`config.mk`:
```
export PLATFORM = sky130hd
export DESIGN_NAME = snv_merge
export DESIGN_NICKNAME = d
export VERILOG_FILES = /design/src/snv_pkg.sv /design/src/snv_merge.sv
export SDC_FILE = /design/constraint.sdc
export NUM_CORES = 2
export LEC_CHECK = 0
export ABC_AREA = 1
export BUFFER_PORTS_ARGS = -buffer_cell sky130_fd_sc_hd__buf_2
export CAP_MARGIN = 30
export CORE_MARGIN = 3
export CORE_UTILIZATION = 42
export CTS_BUF_LIST = sky130_fd_sc_hd__clkbuf_4 sky130_fd_sc_hd__clkbuf_8 sky130_fd_sc_hd__clkbuf_16
export DETAILED_ROUTE_END_ITERATION = 7
export PLACE_DENSITY = 0.6
export SYNTH_ARGS = -nofsm -noshare
export SYNTH_HDL_FRONTEND = slang
export SYNTH_SLANG_ARGS = --single-unit
```
`constraint.sdc`:
```
create_clock -name clk -period 23 [get_ports clk]
set_input_delay 1.15 -clock clk [delete_from_list [all_inputs] [get_ports clk]]
set_output_delay 1.15 -clock clk [all_outputs]
set_load 0.03 [all_outputs]
```
`src/snv_pkg.sv`:
```
// Shared types and constants for the surface nets cell vertex block.
// No dependencies; imported by every module of the block.
`default_nettype none
package snv_pkg;

  localparam int SAMPLE_W = 16;
  localparam int Q_W      = 17;
  localparam int SUM_W    = 20;
  localparam int CNT_W    = 4;
  localparam int NUM_EDGE = 12;
  localparam int DIV_BITS = 16;
  localparam int LANE_LAT = DIV_BITS + 2;

  localparam logic [Q_W-1:0] Q_ONE  = 17'h10000;
  localparam logic [Q_W-1:0] Q_HALF = 17'h08000;

  // corner position bits, bit c is corner c
  localparam logic [7:0] CPX = 8'b0110_0110;
  localparam logic [7:0] CPY = 8'b1111_0000;
  localparam logic [7:0] CPZ = 8'b1100_1100;

  localparam int EDGE_A [NUM_EDGE] = '{0, 1, 2, 3, 4, 5, 6, 7, 0, 1, 2, 3};
  localparam int EDGE_B [NUM_EDGE] = '{1, 2, 3, 0, 5, 6, 7, 4, 4, 5, 6, 7};

  typedef struct packed {
    logic [7:0]  cell_x;
    logic [7:0]  cell_y;
    logic [7:0]  cell_z;
    logic signed [SAMPLE_W-1:0] corner_0;
    logic signed [SAMPLE_W-1:0] corner_1;
    logic signed [SAMPLE_W-1:0] corner_2;
    logic signed [SAMPLE_W-1:0] corner_3;
    logic signed [SAMPLE_W-1:0] corner_4;
    logic signed [SAMPLE_W-1:0] corner_5;
    logic signed [SAMPLE_W-1:0] corner_6;
    logic signed [SAMPLE_W-1:0] corner_7;
  } in_t;

  typedef struct packed {
    logic [7:0]     out_cell_x;
    logic [7:0]     out_cell_y;
    logic [7:0]     out_cell_z;
    logic [7:0]     inside_mask;
    logic           has_vertex;
    logic [CNT_W-1:0] crossing_count;
    logic [Q_W-1:0] vertex_x;
    logic [Q_W-1:0] vertex_y;
    logic [Q_W-1:0] vertex_z;
  } out_t;

  typedef struct packed {
    logic       valid;
    logic [7:0] cx;
    logic [7:0] cy;
    logic [7:0] cz;
    logic [7:0] mask;
    logic       straddle;
  } ctl_t;

  typedef struct packed {
    logic           crossed;
    logic [Q_W-1:0] px;
    logic [Q_W-1:0] py;
    logic [Q_W-1:0] pz;
  } lane_res_t;

endpackage
`default_nettype wire

```
`src/snv_merge.sv`:
```
// Merge stage: sums the lane points, counts crossings, divides by the count.
// Depends on snv_pkg.
`default_nettype none
module snv_merge
  import snv_pkg::*;
(
  input  wire logic      clk,
  input  wire logic      rst_n,
  input  wire logic      en,
  input  wire ctl_t      ctl,
  input  wire lane_res_t lanes [NUM_EDGE],
  output logic           valid,
  output out_t           data
);

  localparam int H = NUM_EDGE / 2;

  logic [SUM_W-1:0] hx [2], hy [2], hz [2];
  logic [CNT_W-1:0] cnt;

  always_comb begin
    cnt = '0;
    for (int h = 0; h < 2; h++) begin
      hx[h] = '0;
      hy[h] = '0;
      hz[h] = '0;
      for (int e = 0; e < H; e++) begin
        hx[h] = hx[h] + SUM_W'(lanes[h*H+e].px);
        hy[h] = hy[h] + SUM_W'(lanes[h*H+e].py);
        hz[h] = hz[h] + SUM_W'(lanes[h*H+e].pz);
        cnt   = cnt + CNT_W'(lanes[h*H+e].crossed);
      end
    end
  end

  ctl_t             c1_r;
  logic [SUM_W-1:0] hx_r [2], hy_r [2], hz_r [2];
  logic [CNT_W-1:0] cnt1_r;

  always_ff @(posedge clk) begin
    if (!rst_n) begin
      c1_r <= '0;
    end else if (en) begin
      c1_r <= ctl;
    end
  end

  always_ff @(posedge clk) begin
    if (en) begin
      hx_r <= hx;
      hy_r <= hy;
      hz_r <= hz;
      cnt1_r <= cnt;
    end
  end

  ctl_t             cd_r  [SUM_W+1];
  logic [CNT_W-1:0] cntd_r[SUM_W+1];
  logic [SUM_W-1:0] dv_r  [SUM_W+1][3];
  logic [SUM_W-1:0] qt_r  [SUM_W+1][3];
  logic [CNT_W-1:0] rm_r  [SUM_W+1][3];

  always_ff @(posedge clk) begin
    if (!rst_n) begin
      cd_r[0] <= '0;
    end else if (en) begin
      cd_r[0] <= c1_r;
    end
  end

  always_ff @(posedge clk) begin
    if (en) begin
      cntd_r[0]  <= cnt1_r;
      dv_r[0][0] <= hx_r[0] + hx_r[1];
      dv_r[0][1] <= hy_r[0] + hy_r[1];
      dv_r[0][2] <= hz_r[0] + hz_r[1];
      for (int a = 0; a < 3; a++) begin
        qt_r[0][a] <= '0;
        rm_r[0][a] <= '0;
      end
    end
  end

  for (genvar i = 0; i < SUM_W; i++) begin : g_div
    logic [CNT_W:0] r2 [3];
    logic           ge [3];
    for (genvar a = 0; a < 3; a++) begin : g_ax
      assign r2[a] = {rm_r[i][a], dv_r[i][a][SUM_W-1]};
      assign ge[a] = r2[a] >= {1'b0, cntd_r[i]};
    end
    always_ff @(posedge clk) begin
      if (!rst_n) begin
        cd_r[i+1] <= '0;
      end else if (en) begin
        cd_r[i+1] <= cd_r[i];
      end
    end
    always_ff @(posedge clk) begin
      if (en) begin
        cntd_r[i+1] <= cntd_r[i];
        for (int a = 0; a < 3; a++) begin
          rm_r[i+1][a] <= ge[a] ? CNT_W'(r2[a] - {1'b0, cntd_r[i]}) : CNT_W'(r2[a]);
          dv_r[i+1][a] <= {dv_r[i][a][SUM_W-2:0], 1'b0};
          qt_r[i+1][a] <= {qt_r[i][a][SUM_W-2:0], ge[a]};
        end
      end
    end
  end

  logic nz;
  assign nz = cntd_r[SUM_W] != '0;

  assign valid               = cd_r[SUM_W].valid;
  assign data.out_cell_x     = cd_r[SUM_W].cx;
  assign data.out_cell_y     = cd_r[SUM_W].cy;
  assign data.out_cell_z     = cd_r[SUM_W].cz;
  assign data.inside_mask    = cd_r[SUM_W].mask;
  assign data.has_vertex     = cd_r[SUM_W].straddle;
  assign data.crossing_count = cntd_r[SUM_W];
  assign data.vertex_x       = nz ? qt_r[SUM_W][0][Q_W-1:0] : '0;
  assign data.vertex_y       = nz ? qt_r[SUM_W][1][Q_W-1:0] : '0;
  assign data.vertex_z       = nz ? qt_r[SUM_W][2][Q_W-1:0] : '0;

endmodule
`default_nettype wire

```
==> metrics.yaml <==
run_status:
  status: "complete, no violations"
worst_setup_path:
  cp.required_ns: 23.46
  critical_path_class: "input pin to register"
  path_max_fanout: 81
  crit_path_end_kind: "register"
  worstPathArrival_ns: 6.77
  start_kind: "input pin"
cts:
  clk_path_buf_depth: 3
  holdBufCountCts: 0
  clk_latency_ns: 0.88
  cts-resized-gates: 0
  tritoncts: "built"
  numCtsBuffers: 223
  cts_sinks: 2273
  htreeDepth: 4
  root_buffer: "clkbuf_16"
  clkTransAtPathRegs_ns: 0.06
  postCtsSetupRepairBufs: 0
power_and_ir_drop:
  power_per_cell_area_mw_per_mm2: 112
  p_leak_uw: 0.0535
  peakVddDrop_uv: 78.1
timing:
  tightestPinTransition_ns: 1.12
  final_hold_viol_count: 0
  fmax_ghz: 0.159
  fin_crit_sh: 0.274
  setup_violations: 0
  clock_skew_ns: 0.0776
  slew_headroom: 0.254
  period_minus_slack_ns: 6.31
  maxSlewViolCount: 0
  rsz0062_at_grt: "no"
  tns_ns: 0
synthesis:
  yosysSeqAreaShare: 0.637
  syn_nets: 10300
  synth_warnings: 0
  synth_area_per_cell_um2: 12.2
  syn_inst: 8743
  syn_area_mm2: 0.107
  synth-seq-cells: 2273
  yosysUniqueCellTypes: 37
hold_path:
  hold_path.class: "register to register"
detailed_routing:
  drtIter0Drc: 3303
  routed_wirelength_um: 210000
  first_pass_iters: 5
  drtAntennaViolNets: 0
  vias_per_cell: 4.44
  vias: 58600
  drc: 0
  wire_per_inst_um: 15.9
die:
  rows: 184
  dieArea_mm2: 0.260
  ios: 750
  chipWidth_um: 510
  start_util: 0.423
  die_h_um: 510
  core_mm2: 0.252
global_routing:
  grt_pass1_vias: 60100
  grt_first_pass_wirelength_um: 329000
  grt-ovfl-total: 0
  grt_start_max_net_pins: 202
  antenna_found_initial: 49
  grt_usage: 0.163
cells_and_area:
  fin_util: 0.484
  seq_area_mm2: 0.0679
  mostFrequentLayoutCells: "2394 x inv_1, 2239 x edfxtp_1, 984 x nor2_1, 900 x nand2_1, 748 x buf_2"
  final.fill_count: 22500
  areaGrowthSynthToFinish_pct: 14.3
  nets: 11200
  drive_gt1_frac: 0.137
  multi_input_area_mm2: 0.0288
  final_common_cell: "inv_1"
placement:
  port_buffers: 749
  dp_hpwl_um: 162000
  gp_congestion: 0.938
flow_run:
  drv_cap: 0
## power by group
part / internal (uW) / switching [uW]
registers: 5510 / 241
logic: 1490 / 2760
clock network: 2140 / 1530
## metrics by stage
step	setup WS (ns)	total power (uW)	instances	area [um^2]	hold slack, ns
4_1_cts	16.71	13900	13200	122000	0.360
2_1_floorplan	12.52	8750	8743	107000	0.400
5_1_grt	16.25	14700	13200	122000	0.359
3_3_place_gp	15.76	10100	12800	114000	0.400
3_5_place_dp	15.75	10200	12800	114000	0.405
6_report	16.69	13700	13200	122000	0.357
## critical path, stage by stage
cell	delay, ns
buf_12	0.21
inv_1	0.14
nand2_4	0.46
buf_12	0.31
buf_4	0.76
buf_4	0.79
buf_4	0.88
buf_4	0.79
buf_4	0.86
## kinds of logic (layout without fill, tap and decap cells)
group / after synthesis / count (layout) / share of synthesized area
AO/OA/AOI/OAI: 563 / 563 / 0.0285
XOR/XNOR: 130 / 130 / 0.0107
adder cells (fa/ha/maj): 869 / 869 / 0.135
buffers and inverters: 2493 / 3593 / 0.0923
flip-flops: 2273 / 2273 / 0.637
other: 0 / 12 / 0
AND/OR/NAND/NOR: 2415 / 2415 / 0.0960
## cell type report
| type | count | share of cell area |
|---|---|---|
| sequential | 2273 | 0.558 |
| multi-input combinational | 3977 | 0.237 |
| clock buffer | 269 | 0.0487 |
| inverter | 2394 | 0.0738 |
| timing repair buffer | 796 | 0.0353 |
| tap | 3348 | 0.0344 |
| clock inverter | 134 | 0.0133 |
| antenna | 12 | 0.000247 |
## metal layers
metal	up-vias	share of wire	global-route usage
met5	-	0.0018	0
met4	52	0.029	0.0537
met3	364	0.043	0.0313
met2	1086	0.52	0.292
met1	27600	0.41	0.198
li1	29500	-	-
## synthesized netlist by cell type (all sizes together)
cell,n,share of area
inv,2394,0.084
edfxtp,2239,0.63
nor2,1132,0.043
nand2,921,0.033
fa,472,0.089
ha,397,0.047
o21ai,277,0.013
nand3,237,0.012
a21oi,209,0.0098
xor2,118,0.0097
buf,91,0.0077
o21bai,55,0.0039
nor3b,51,0.0036
dfxtp,34,0.0064
nor3,30,0.0015
and2,17,0.0011
nand4,17,0.0010
a21o,15,0.0011
xnor2,12,0.00099
clkbuf,8,0.00028
or3,5,0.00029
a21boi,4,0.00028
nand3b,4,0.00028
o21a,3,0.00021
nor4,1,0.00020
## state kept, by name, summed over array words and instances (netlist names)
register,cells
hx_r,40
dv_r,630
cd_r,714
cnt1_r,4
rm_r,228
hy_r,40
qt_r,459
c1_r,34
hz_r,40
cntd_r,84
## path summary, 6_finish.rpt
kind	start	endpoint	slack (ns)	cells past startpoint
setup / recovery	en	cd_r[15][23]	16.69	9
setup reg to reg	hx_r[0]	dv_r[0][56]	20.67	11
hold / removal	dv_r[1][154]	dv_r[1][215]	0.36	0
hold reg to reg	dv_r[1][154]	dv_r[1][215]	0.36	0
(Power assumes the default switching activity.)
