--- src/snv_pkg.sv ---
// Shared types and constants for the surface nets cell vertex block.
// No dependencies; imported by every module of the block.
`default_nettype none
package snv_pkg;

  localparam int SAMPLE_W = 16;
  localparam int Q_W      = 17;
  localparam int SUM_W    = 20;
  localparam int CNT_W    = 4;
  localparam int NUM_EDGE = 12;
  localparam int DIV_BITS = 16;
  localparam int LANE_LAT = DIV_BITS + 2;

  localparam logic [Q_W-1:0] Q_ONE  = 17'h10000;
  localparam logic [Q_W-1:0] Q_HALF = 17'h08000;

  // corner position bits, bit c is corner c
  localparam logic [7:0] CPX = 8'b0110_0110;
  localparam logic [7:0] CPY = 8'b1111_0000;
  localparam logic [7:0] CPZ = 8'b1100_1100;

  localparam int EDGE_A [NUM_EDGE] = '{0, 1, 2, 3, 4, 5, 6, 7, 0, 1, 2, 3};
  localparam int EDGE_B [NUM_EDGE] = '{1, 2, 3, 0, 5, 6, 7, 4, 4, 5, 6, 7};

  typedef struct packed {
    logic [7:0]  cell_x;
    logic [7:0]  cell_y;
    logic [7:0]  cell_z;
    logic signed [SAMPLE_W-1:0] corner_0;
    logic signed [SAMPLE_W-1:0] corner_1;
    logic signed [SAMPLE_W-1:0] corner_2;
    logic signed [SAMPLE_W-1:0] corner_3;
    logic signed [SAMPLE_W-1:0] corner_4;
    logic signed [SAMPLE_W-1:0] corner_5;
    logic signed [SAMPLE_W-1:0] corner_6;
    logic signed [SAMPLE_W-1:0] corner_7;
  } in_t;

  typedef struct packed {
    logic [7:0]     out_cell_x;
    logic [7:0]     out_cell_y;
    logic [7:0]     out_cell_z;
    logic [7:0]     inside_mask;
    logic           has_vertex;
    logic [CNT_W-1:0] crossing_count;
    logic [Q_W-1:0] vertex_x;
    logic [Q_W-1:0] vertex_y;
    logic [Q_W-1:0] vertex_z;
  } out_t;

  typedef struct packed {
    logic       valid;
    logic [7:0] cx;
    logic [7:0] cy;
    logic [7:0] cz;
    logic [7:0] mask;
    logic       straddle;
  } ctl_t;

  typedef struct packed {
    logic           crossed;
    logic [Q_W-1:0] px;
    logic [Q_W-1:0] py;
    logic [Q_W-1:0] pz;
  } lane_res_t;

endpackage
`default_nettype wire

--- src/snv_lane.sv ---
// One edge lane: crossing parameter by a bit-per-stage divider, then the point.
// Depends on snv_pkg.
`default_nettype none
module snv_lane
  import snv_pkg::*;
#(
  parameter int A = 0,
  parameter int B = 1
) (
  input  wire logic                       clk,
  input  wire logic                       en,
  input  wire logic signed [SAMPLE_W-1:0] iso,
  input  wire logic signed [SAMPLE_W-1:0] sa,
  input  wire logic signed [SAMPLE_W-1:0] sb,
  input  wire logic                       crossed,
  output lane_res_t                       res
);

  logic signed [SAMPLE_W:0] num, den;
  logic [SAMPLE_W:0] un, ud;
  logic              fix;
  logic [Q_W-1:0]    fval;

  assign num = $signed({iso[SAMPLE_W-1], iso}) - $signed({sa[SAMPLE_W-1], sa});
  assign den = $signed({sb[SAMPLE_W-1], sb}) - $signed({sa[SAMPLE_W-1], sa});
  assign un  = num[SAMPLE_W] ? 17'(-num) : 17'(num);
  assign ud  = den[SAMPLE_W] ? 17'(-den) : 17'(den);

  always_comb begin
    fix  = 1'b1;
    fval = '0;
    if (den == '0) begin
      fval = Q_HALF;
    end else if (num == '0) begin
      fval = '0;
    end else if (num[SAMPLE_W] != den[SAMPLE_W]) begin
      fval = '0;
    end else if (un >= ud) begin
      fval = Q_ONE;
    end else begin
      fix = 1'b0;
    end
  end

  logic [SAMPLE_W:0]   rem_r  [DIV_BITS+1];
  logic [SAMPLE_W:0]   ud_r   [DIV_BITS+1];
  logic [DIV_BITS-1:0] quo_r  [DIV_BITS+1];
  logic                fix_r  [DIV_BITS+1];
  logic [Q_W-1:0]      fval_r [DIV_BITS+1];
  logic                crs_r  [DIV_BITS+1];

  always_ff @(posedge clk) begin
    if (en) begin
      rem_r[0]  <= un;
      ud_r[0]   <= ud;
      quo_r[0]  <= '0;
      fix_r[0]  <= fix;
      fval_r[0] <= fval;
      crs_r[0]  <= crossed;
    end
  end

  for (genvar i = 0; i < DIV_BITS; i++) begin : g_div
    logic [SAMPLE_W+1:0] r2;
    logic                ge;
    assign r2 = {rem_r[i], 1'b0};
    assign ge = r2 >= {1'b0, ud_r[i]};
    always_ff @(posedge clk) begin
      if (en) begin
        rem_r[i+1]  <= ge ? 17'(r2 - {1'b0, ud_r[i]}) : 17'(r2);
        ud_r[i+1]   <= ud_r[i];
        quo_r[i+1]  <= {quo_r[i][DIV_BITS-2:0], ge};
        fix_r[i+1]  <= fix_r[i];
        fval_r[i+1] <= fval_r[i];
        crs_r[i+1]  <= crs_r[i];
      end
    end
  end

  logic [Q_W-1:0] t;
  assign t = fix_r[DIV_BITS] ? fval_r[DIV_BITS] : {1'b0, quo_r[DIV_BITS]};

  function automatic logic [Q_W-1:0] coord(input logic pa, input logic pb,
                                           input logic [Q_W-1:0] tv);
    logic [Q_W-1:0] v;
    if (pa == pb) v = pa ? Q_ONE : '0;
    else if (!pa) v = tv;
    else          v = Q_ONE - tv;
    return v;
  endfunction

  lane_res_t res_r;
  always_ff @(posedge clk) begin
    if (en) begin
      res_r.crossed <= crs_r[DIV_BITS];
      res_r.px <= crs_r[DIV_BITS] ? coord(CPX[A], CPX[B], t) : '0;
      res_r.py <= crs_r[DIV_BITS] ? coord(CPY[A], CPY[B], t) : '0;
      res_r.pz <= crs_r[DIV_BITS] ? coord(CPZ[A], CPZ[B], t) : '0;
    end
  end
  assign res = res_r;

endmodule
`default_nettype wire

--- config.mk ---
export PLATFORM = sky130hd
export DESIGN_NAME = snv_lane
export DESIGN_NICKNAME = d
export VERILOG_FILES = /design/src/snv_pkg.sv /design/src/snv_lane.sv
export SDC_FILE = /design/constraint.sdc
export NUM_CORES = 1
export LEC_CHECK = 0
export ABC_AREA = 1
export BUFFER_PORTS_ARGS = -buffer_cell sky130_fd_sc_hd__buf_2
export CORE_AREA = 2 2 292 294
export CTS_CLUSTER_DIAMETER = 40
export CTS_CLUSTER_SIZE = 40
export DETAILED_ROUTE_END_ITERATION = 16
export DIE_AREA = 0 0 294 296
export GPL_ROUTABILITY_DRIVEN = 1
export PLACE_DENSITY = 0.71
export SLEW_MARGIN = 20
export SYNTH_ARGS = -nofsm -noshare
export SYNTH_HDL_FRONTEND = slang
export SYNTH_SLANG_ARGS = --single-unit
--- constraint.sdc ---
create_clock -name clk -period 11.9 [get_ports clk]
set_input_delay 2.38 -clock clk [delete_from_list [all_inputs] [get_ports clk]]
set_output_delay 2.38 -clock clk [all_outputs]
set_load 0.05 [all_outputs]
==> out/qor.csv <==
stage;metric;value;unit
setup_path;Worst setup EP type;flip-flop;
place;Detailed Place HPWL;62.90;mm
clocking;Hold-fix buffers, CTS;0;
logic_synthesis;area leader, netlist;edfxtp_1;
logic_synthesis;Netlist cell types;52;
die;area of the core;84210;µm²
setup_path;Slowest-stage cell, CP;fa_1;
clocking;TritonCTS clock tree;built;
timing;Slew HR;0.3269;
logic_synthesis;Seq cells post-synth;766;
logic_synthesis;Synth Cell Area;41560;µm²
setup_path;worst setup path start;sb[0];
finish;# diodes;0;
timing;Max Freq;173.7;MHz
clocking;Setup Fix Bufs, Post-CTS;0;
clocking;clk root buf;clkbuf_16;
timing;setup violators final;0;
timing;unrepaired setup endpoints after global routing;false;
route;Final ANT Viol Nets;0;
logic_synthesis;Top FF cell, synth;edfxtp_1;
route;wire per inst;15.94;µm
setup_path;R2R depth;9;
finish;most common cell after layout, fill and taps aside;edfxtp_1;
setup_path;crit path max fanout;3;
setup_path;crit path capture;fval_r[0][16];
logic_synthesis;Syn Inst Count;3992;
setup_path;critical path's largest stage delay;0.56;ns
route;drt pass-1 iters;5;
clocking;clock slew at reported path FFs;0.06;ns
run_status;outcome;finished, final reports clean;
clocking;Max clock buf depth;3;
finish;Area Overhead vs Synth;12.70;%
run;max_cap viols;0;
route;# DRC;0;
die;Starting Density;0.4935;
power;total power;12.28;mW
logic_synthesis;post-synthesis async set-or-reset flop share;0;
finish;commonest non-fill, non-tap cells in the layout;766 x edfxtp_1, 596 x inv_1, 538 x a21oi_1, 479 x nand2_1, 416 x nor2_1;
timing;TNS Setup;0;ns
timing;max-slew violations;0;
setup_path;WS Path Type;input pin to flip-flop;
die;Cell Rows;107;
route;DR vias/cell;5.252;
route;via count;27940;
timing;Final Cycle Share;0.4839;
setup_path;CP startpoint kind;input pin;
route;Detailed Route Iter0 Violations;1910;
timing;Worst Max-Slew Pin Slew;1.010;ns
die;chip height;296;µm
setup_path;FF-to-FF setup slack;8.62;ns
logic_synthesis;number of flops mapped to enable cells by yosys;766;
setup_path;Worst Path Required;12.41;ns
clocking;TritonCTS buffer count;106;
setup_path;R2R Path Start;rem_r[0][19];
setup_path;critical path depth;27;
power;pwr dens;262.2;nW/µm²
route;Post-Route WL;84.79;mm
clocking;clock latency on the worst-skew pair;0.67;ns
clocking;H-tree depth;3;
timing;fin crit period;5.758;ns
logic_synthesis;register area share after synthesis;0.5535;
timing;clock skew;0.02862;ns
global_route;vias in the first global route;26770;
power;Max VDD drop;0.1839;mV
setup_path;Data arrival, critical path;6.26;ns
worst_hold_path;Hold Path Class;flip-flop to flip-flop;
global_route;first-pass GRT wire length;137.0;mm
place;I/O Buffers;68;
setup_path;Buf/Inv on CP;6;
timing;Hold Vio Cnt, Final;0;
logic_synthesis;Syn Area/Cell;10.41;µm²
logic_synthesis;synth top area cells;edfxtp_1 55%, ha_1 9.6%, a21oi_1 6.5%;
power;Pleak;20.06;nW
clocking;CTS Sinks;766;
logic_synthesis;Ys Warns;0;
die;Die Span X;294;µm
finish;share of layout cells above drive strength 1;0.07943;
finish;nets;4526;
global_route;largest net degree at the start of global routing;193;
die;die area;87020;µm²
global_route;total grt overflow;0;
global_route;Total GRT Usage;0.1963;
setup_path;worst r2r dst;rem_r[0][35];
place;GPL Wtd Cong;0.8773;
setup_path;Largest delay share family, worst path;simple AND/OR/NAND/NOR gates;
die;# IOs;103;
global_route;initial antenna violation count;1;
logic_synthesis;top-area cell type share of the netlist area;0.5535;
clocking;Resized Gates After CTS;0;
[worst register-to-register path: stages (launching register included)]
cell	delay [ns]
edfxtp_1	0.42
ha_1	0.37
a21oi_1	0.21
o21ai_0	0.16
nand2_1	0.09
o211ai_1	0.14
a221oi_1	0.32
nand3_1	0.50
buf_4	0.40
a21oi_1	0.43
[per-layer routing]
| metal | GRT usage | vias up | share of wire |
|---|---|---|---|
| met5 | 0 | - | 0 |
| met4 | 0.06570 | 0 | 0.027 |
| met3 | 0.02616 | 153 | 0.045 |
| met2 | 0.3244 | 605 | 0.47 |
| met1 | 0.2683 | 13110 | 0.46 |
| li1 | - | 14070 | - |
[state kept, by name (all words and copies together) (netlist names)]
signal	cells
rem_r	272
ud_r	272
quo_r	136
fval_r	34
res	18
crs_r	17
fix_r	17
[synth_stat cells (4+ instances only)]
cell       number
edfxtp_1      766
inv_1         596
a21oi_1       538
nand2_1       479
nor2_1        416
ha_1          320
xor2_1        151
o21ai_0       140
xnor2_1       107
nand3_1        87
clkbuf_1       43
nand4_1        39
buf_4          34
nor3_1         29
o31ai_1        20
a31oi_1        19
o211ai_1       18
fa_1           17
nand2_2        17
a21boi_1       16
a221oi_1       14
nor4_1         12
o21ai_2        11
o2111ai_1      10
o21a_1         10
a21boi_0        9
a211o_1         7
inv_2           7
and2_1          6
nor4b_1         6
o21ai_1         6
buf_2           4
nand3_2         4
nand3b_1        4
o21bai_1        4
[cell families (layout without fill, tap and decap cells)]
| logic type | after synthesis | in the layout | synth area share |
|---|---|---|---|
| AND/OR/NAND/NOR | 1107 | 1107 | 0.1106 |
| adder cells (fa/ha/maj) | 337 | 337 | 0.1045 |
| flip-flops | 766 | 766 | 0.5535 |
| AO/OA/AOI/OAI | 831 | 831 | 0.1099 |
| multiplexers | 3 | 3 | 0.0008128 |
| other | 1 | 34 | 0.00009023 |
| buffers and inverters | 687 | 892 | 0.06548 |
| XOR/XNOR | 260 | 260 | 0.05515 |
[power by group]
group          internal, mW  switching (mW)  total, mW
registers              3.95           0.389       4.34
clock network          1.90            1.33       3.23
logic                  1.81            2.90       4.71
total                  7.66            4.62       12.3
[final cells by class]
| class | instances | area (µm²) |
|---|---|---|
| clock buffer | 112 | 2739 |
| clock inverter | 88 | 975.9 |
| fill | 7120 | 37370 |
| inverter | 605 | 2273 |
| multi-input combinational | 2572 | 15970 |
| sequential | 766 | 23000 |
| tap | 1090 | 1364 |
| timing repair buffer | 87 | 518.0 |
[how the worst min path moves through the flow]
stage | startpoint | slack (ns) | cells past startpoint | to
after CTS | crs_r[6] | 0.39 | 0 | crs_r[7]
after global placement | fix_r[0][2] | 0.40 | 0 | fix_r[0][3]
after detailed placement | fix_r[0][13] | 0.40 | 0 | fix_r[0][14]
final | crs_r[6] | 0.39 | 0 | crs_r[7]
after global routing | crs_r[6] | 0.40 | 0 | crs_r[7]
after floorplan | crs_r[9] | 0.40 | 0 | crs_r[10]
[metrics by stage]
stage               instance area [µm²]  setup slack (ns)  std cells  hold slack, ns  utilization
global placement                  43120             5.608       5120          0.4007       0.5120
detailed placement                43120             5.527       5120          0.4045       0.5121
finish                            46840             6.142       5320          0.3915       0.5562
CTS                               46840             6.199       5320          0.3926       0.5562
global route                      46840             5.600       5320          0.4021       0.5562
floorplan                         41690             6.223       4025          0.4003            -
Note: power is estimated with default switching activity, not from simulation.
